File: config.mk
export PLATFORM = sky130hd
export DESIGN_NAME = svsam_front
export DESIGN_NICKNAME = d
export VERILOG_FILES = /design/src/rtl/svsam_pkg.sv /design/src/rtl/svsam_front.sv
export SDC_FILE = /design/constraint.sdc
export NUM_CORES = 1
export LEC_CHECK = 0
export ABC_CLOCK_PERIOD_IN_PS = 11200
export BUFFER_PORTS_ARGS = -buffer_cell sky130_fd_sc_hd__buf_2
export CAP_MARGIN = 0
export CORE_MARGIN = 2
export CORE_UTILIZATION = 25
export CTS_CLUSTER_DIAMETER = 120
export DETAILED_ROUTE_END_ITERATION = 7
export HOLD_SLACK_MARGIN = 0.1
export PLACE_DENSITY_LB_ADDON = 0.15
export SLEW_MARGIN = 20
export SYNTH_ARGS = -nofsm -noshare
export SYNTH_HDL_FRONTEND = slang
export SYNTH_SLANG_ARGS = --single-unit
File: constraint.sdc
create_clock -name clk_i -period 11.2 [get_ports clk_i]
set_input_delay 0 -clock clk_i [delete_from_list [all_inputs] [get_ports clk_i]]
set_output_delay 0 -clock clk_i [all_outputs]
set_load 0.01 [all_outputs]
File: src/rtl/svsam_pkg.sv
// Package for the sparse vector scale-add merge block.
// Holds the shared widths, register indexes, command types and arithmetic helpers.
// No dependencies.
`timescale 1ns / 1ps

package svsam_pkg;

  // Operand queue geometry
  localparam int QUEUE_DEPTH = 32;
  localparam int INDEX_BITS  = 32;
  localparam int VAL_W       = 32;
  localparam int PTR_W       = $clog2(QUEUE_DEPTH);
  localparam int CNT_W       = $clog2(QUEUE_DEPTH + 1);
  localparam int ENTRY_W     = INDEX_BITS + VAL_W;

  // Stream payload widths: index in the low word, value in the high word
  localparam int FIELD_W = 32;
  localparam int DATA_W  = 2 * FIELD_W;

  // Configuration port
  localparam int CFG_IDX_W  = 1;
  localparam int CFG_DATA_W = 32;
  localparam logic [CFG_IDX_W-1:0] REG_SCALE_A = 1'b0;
  localparam logic [CFG_IDX_W-1:0] REG_SCALE_B = 1'b1;
  localparam logic signed [VAL_W-1:0] SCALE_RESET = 32'sh0001_0000;

  // Arithmetic widths: exact product, rounded Q16.16 product, sum of two
  localparam int PROD_W = 2 * VAL_W;
  localparam int RND_W  = PROD_W - 16;
  localparam int ACC_W  = RND_W + 1;
  localparam logic signed [PROD_W-1:0] ROUND_HALF = 64'sd32768;

  typedef enum logic {
    OP_PUSH  = 1'b0,
    OP_CLOSE = 1'b1
  } cmd_op_e;

  // One classified input item on its way from the front to the back
  typedef struct packed {
    cmd_op_e                 op;
    logic                    op_b;
    logic [INDEX_BITS-1:0]   idx;
    logic signed [VAL_W-1:0] val;
  } cmd_t;

  function automatic logic [PTR_W-1:0] ptr_next(input logic [PTR_W-1:0] p);
    return (p == PTR_W'(QUEUE_DEPTH - 1)) ? '0 : p + 1'b1;
  endfunction

  // Round half up to Q16.16: floor((p + 2^15) / 2^16)
  function automatic logic signed [RND_W-1:0] round_q16(input logic signed [PROD_W-1:0] p);
    logic signed [PROD_W-1:0] s;
    s = p + ROUND_HALF;
    return s[PROD_W-1:16];
  endfunction

  // Clamp to the signed 32-bit range
  function automatic logic signed [VAL_W-1:0] sat_val(input logic signed [ACC_W-1:0] a);
    logic ovf_hi;
    logic ovf_lo;
    ovf_hi = !a[ACC_W-1] && (|a[ACC_W-1:VAL_W-1]);
    ovf_lo = a[ACC_W-1] && !(&a[ACC_W-1:VAL_W-1]);
    if (ovf_hi) begin
      return {1'b0, {(VAL_W-1){1'b1}}};
    end else if (ovf_lo) begin
      return {1'b1, {(VAL_W-1){1'b0}}};
    end
    return a[VAL_W-1:0];
  endfunction

endpackage

File: src/rtl/svsam_front.sv
// Front end: accepts input transfers, classifies them into push or close
// commands and holds them in a two-entry command queue. Uses svsam_pkg.
`timescale 1ns / 1ps

module svsam_front (
  input  logic                      clk_i,
  input  logic                      rst_ni,
  input  logic                      s_tvalid_i,
  output logic                      s_tready_o,
  input  logic [svsam_pkg::DATA_W-1:0] s_tdata_i,
  input  logic                      s_tlast_i,
  input  logic                      s_tuser_i,
  output logic                      cmd_valid_o,
  output svsam_pkg::cmd_t           cmd_o,
  input  logic                      cmd_pop_i
);

  svsam_pkg::cmd_t entry_q [2];
  logic            wr_ptr_q;
  logic            rd_ptr_q;
  logic [1:0]      fill_q;
  svsam_pkg::cmd_t cmd_in;
  logic            push;
  logic            pop;

  // Classify: tlast marks a close, tuser picks the operand; mask the index
  always_comb begin
    cmd_in.op   = s_tlast_i ? svsam_pkg::OP_CLOSE : svsam_pkg::OP_PUSH;
    cmd_in.op_b = s_tuser_i;
    cmd_in.idx  = s_tdata_i[svsam_pkg::INDEX_BITS-1:0];
    cmd_in.val  = s_tdata_i[svsam_pkg::DATA_W-1:svsam_pkg::FIELD_W];
  end

  assign s_tready_o  = (fill_q != 2'd2);
  assign cmd_valid_o = (fill_q != 2'd0);
  assign cmd_o       = entry_q[rd_ptr_q];
  assign push        = s_tvalid_i && s_tready_o;
  assign pop         = cmd_pop_i && cmd_valid_o;

  always_ff @(posedge clk_i or negedge rst_ni) begin
    if (!rst_ni) begin
      wr_ptr_q <= 1'b0;
      rd_ptr_q <= 1'b0;
      fill_q   <= 2'd0;
    end else begin
      if (push) begin
        entry_q[wr_ptr_q] <= cmd_in;
        wr_ptr_q          <= ~wr_ptr_q;
      end
      if (pop) begin
        rd_ptr_q <= ~rd_ptr_q;
      end
      if (push && !pop) begin
        fill_q <= fill_q + 2'd1;
      end else if (pop && !push) begin
        fill_q <= fill_q - 2'd1;
      end
    end
  end

endmodule

==> metrics.txt <==
outcome completed; Gate Count Post-Synth approximately 220; Clock Skews a little over 0.004 ns; FMAX 0.397 GHz; commonest non-fill, non-tap cell in the layout buf_2; # port buffers between 100 and 150; Area Growth Syn to Fin 46.5%; P_sw 0.000448 W; routed via count 2,807; top area cells in the synthesized netlist edfxtp_1 (78%), mux2_4 (8.9%), mux2_2 (8.0%); CTS tree yes; # IOs 138; DIE AREA around 21,000 sq um; CP required 11.25 ns; number of remaining DRC errors 0; final core occ 37.0%; CORE AREA slightly above 20,000 sq um; GRT Resource Usage Total between 10% and 20%; std cell rows 52; Final GP Congestion 0.617; DRT iter0 DRCs 71; Slew Limit Fails 0; Final TNS setup 0 ns; CTS max path bufs 2; PwrDens 230 nW/um^2; Post-DRT Antenna Nets 0; 1st-pass router iterations 4; GR peak layer met2; CP arrival 2.56 ns; RSZ-0062 raised after global routing no; Crit. End Element flip-flop; Synth area leader edfxtp_1; M2 GR Usage between 15 and 20%; Post-Syn Nets around 300; Worst VDD drop 0.0000950 V; first-pass GRT wire length between 15,000 and 20,000 um; combinational share of power about 25%; # setup viols final 0; footprint of the multi-input gates around 970 sq um; Clk Latency, worst-skew pair approximately 0.41 ns; Slew @ Worst Pin 0.977 ns; met3 Use GR between 4 and 5%; WS Path Type flip-flop to flip-flop; routed len/inst approximately 14 um; Slew headroom between 30% and 40%; fin crit period approximately 2.5 ns; CTS Buf Count 17; DIE WIDTH around 150 um; Final Hold Vio Count 0; antenna violations before repair 0; Clock Root Buffer clkbuf_16; most frequent cells in the layout buf_2 (137), edfxtp_1 (132), dlygate4sd3_1 (70); Via density about 3.9; Worst-path clk slew about 0.060 ns; Num Clock Sinks 136; Clock power frac 34.9%; CP Launch Type flip-flop; flops & latches, synth ~140; Seq pwr share 40.0%; Leak Pwr roughly 2.9 nW; synthesis warning total 0; DP HPWL roughly 6400 um; final wirelength 10,300 um; period utilization 22.5%; Register Area between 4000 and 5000 sq um; fraction of layout cells with a size suffix above 1 between 50 and 60%; CP Max Fanout 37; vias in the first global route just over 3,000; Inserted Diodes 0; fill count 1,927; cell area after synthesis slightly above 5000 sq um; hold crit path type primary input to flip-flop; sequential element share of the synthesized area approximately 80%; Starting Density between 20 and 30%; Yosys cell types 17; largest net degree at the start of global routing 67; M1 GR Usage around an eighth; number of max-cap violations 0; nets 517; Internal 0.00126 W; global route total overflow 0; Mean Syn Cell Area around 23 sq um; switching share of total power around a quarter; share of the synthesized area in the top cell type 78.1%; Max H-tree Level 4; Die H approximately 150 um
-- worst paths after layout --
check | startpoint | endpoint | slack [ns] | depth (start not counted)
min in group asynchronous | rst_ni | fill_q[1] | 0.52 | 3
worst min-delay path | s_tdata_i[37] | entry_q[1][5] | 0.31 | 2
max in group asynchronous | rst_ni | rd_ptr_q | 10.48 | 3
worst max-delay path | fill_q[0] | entry_q[1][60] | 8.68 | 4
worst min register to register | fill_q[1] | fill_q[1] | 0.50 | 1
worst max register to register | fill_q[0] | entry_q[1][60] | 8.68 | 4
-- power by group through the flow --
stage                     sequential (W)  clock [W]  combinational [W]
after floorplan                 0.000664          0           0.000297
after global placement          0.000725          0           0.000381
after detailed placement        0.000697          0           0.000422
after CTS                       0.000686   0.000616           0.000443
after global routing            0.000693   0.000641           0.000464
final                           0.000683   0.000596           0.000428
-- layout make-up --
cell class,count,share of cell area (%)
clock buffer,18,5.77
sequential,136,54.7
multi-input combinational,80,13.0
tap,270,4.54
inverter,1,0.0505
clock inverter,14,2.73
timing repair buffer,210,19.2
-- state kept, by name, summed over array words and instances (netlist names) --
register  cells
entry_q     132
fill_q        2
rd_ptr_q      1
wr_ptr_q      1
-- layer usage --
metal	part of all wire, %	wire length (um)	up-vias
li1	-	-	1334
met4	1.7	177	0
met5	0	0	-
met2	47	4840	91
met3	6.2	644	15
met1	45	4660	1367
-- timing repair --
action	in CTS	in global routing
endpoints found under the hold margin	139	0
gates resized for setup	0	0
buffers inserted	0	0
hold buffers	70	0
-- metrics by stage --
| step | power, W | instance area (sq um) | setup WS, ns | hold WS [ns] | std cells |
|---|---|---|---|---|---|
| final | 0.00171 | 7440 | 8.68 | 0.311 | 729 |
| after global routing | 0.00180 | 7440 | 8.41 | 0.290 | 729 |
| after CTS | 0.00174 | 7440 | 8.55 | 0.288 | 729 |
| after detailed placement | 0.00112 | 6100 | 8.55 | -0.180 | 627 |
| after global placement | 0.00111 | 6080 | 8.64 | -0.186 | 626 |
| after floorplan | 0.000962 | 5070 | 7.26 | -0.296 | 224 |
-- cells by family (layout without fill, tap and decap cells) --
logic type                 count (synthesis)  in the layout  share of synthesized area (%)
muxes                                     66             66                           16.9
adders and majority gates                  1              1                          0.247
xor gates and xnor gates                   5              5                          0.863
and+or+nand+nor                            8              8                          0.764
DFF                                      136            136                           80.1
buffers and inverters                      8            243                           1.18
-- critical path, stage by stage, from the launching register on --
cell	delay [ns]
dfrtp_1	0.40
nand2b_1	0.16
nand3_1	0.20
nor2_4	0.76
buf_4	0.60
-- synth_stat cells --
library cell	number
buf_6	3
xnor2_1	3
buf_2	3
nand3_1	1
nand2b_1	1
xor2_1	2
nor2_1	3
edfxtp_1	132
and2_1	1
buf_4	1
mux2_2	36
or2_2	1
mux2_4	30
nand2_1	1
inv_1	1
ha_1	1
dfrtp_1	4
Power figures use the tool's default switching activity.
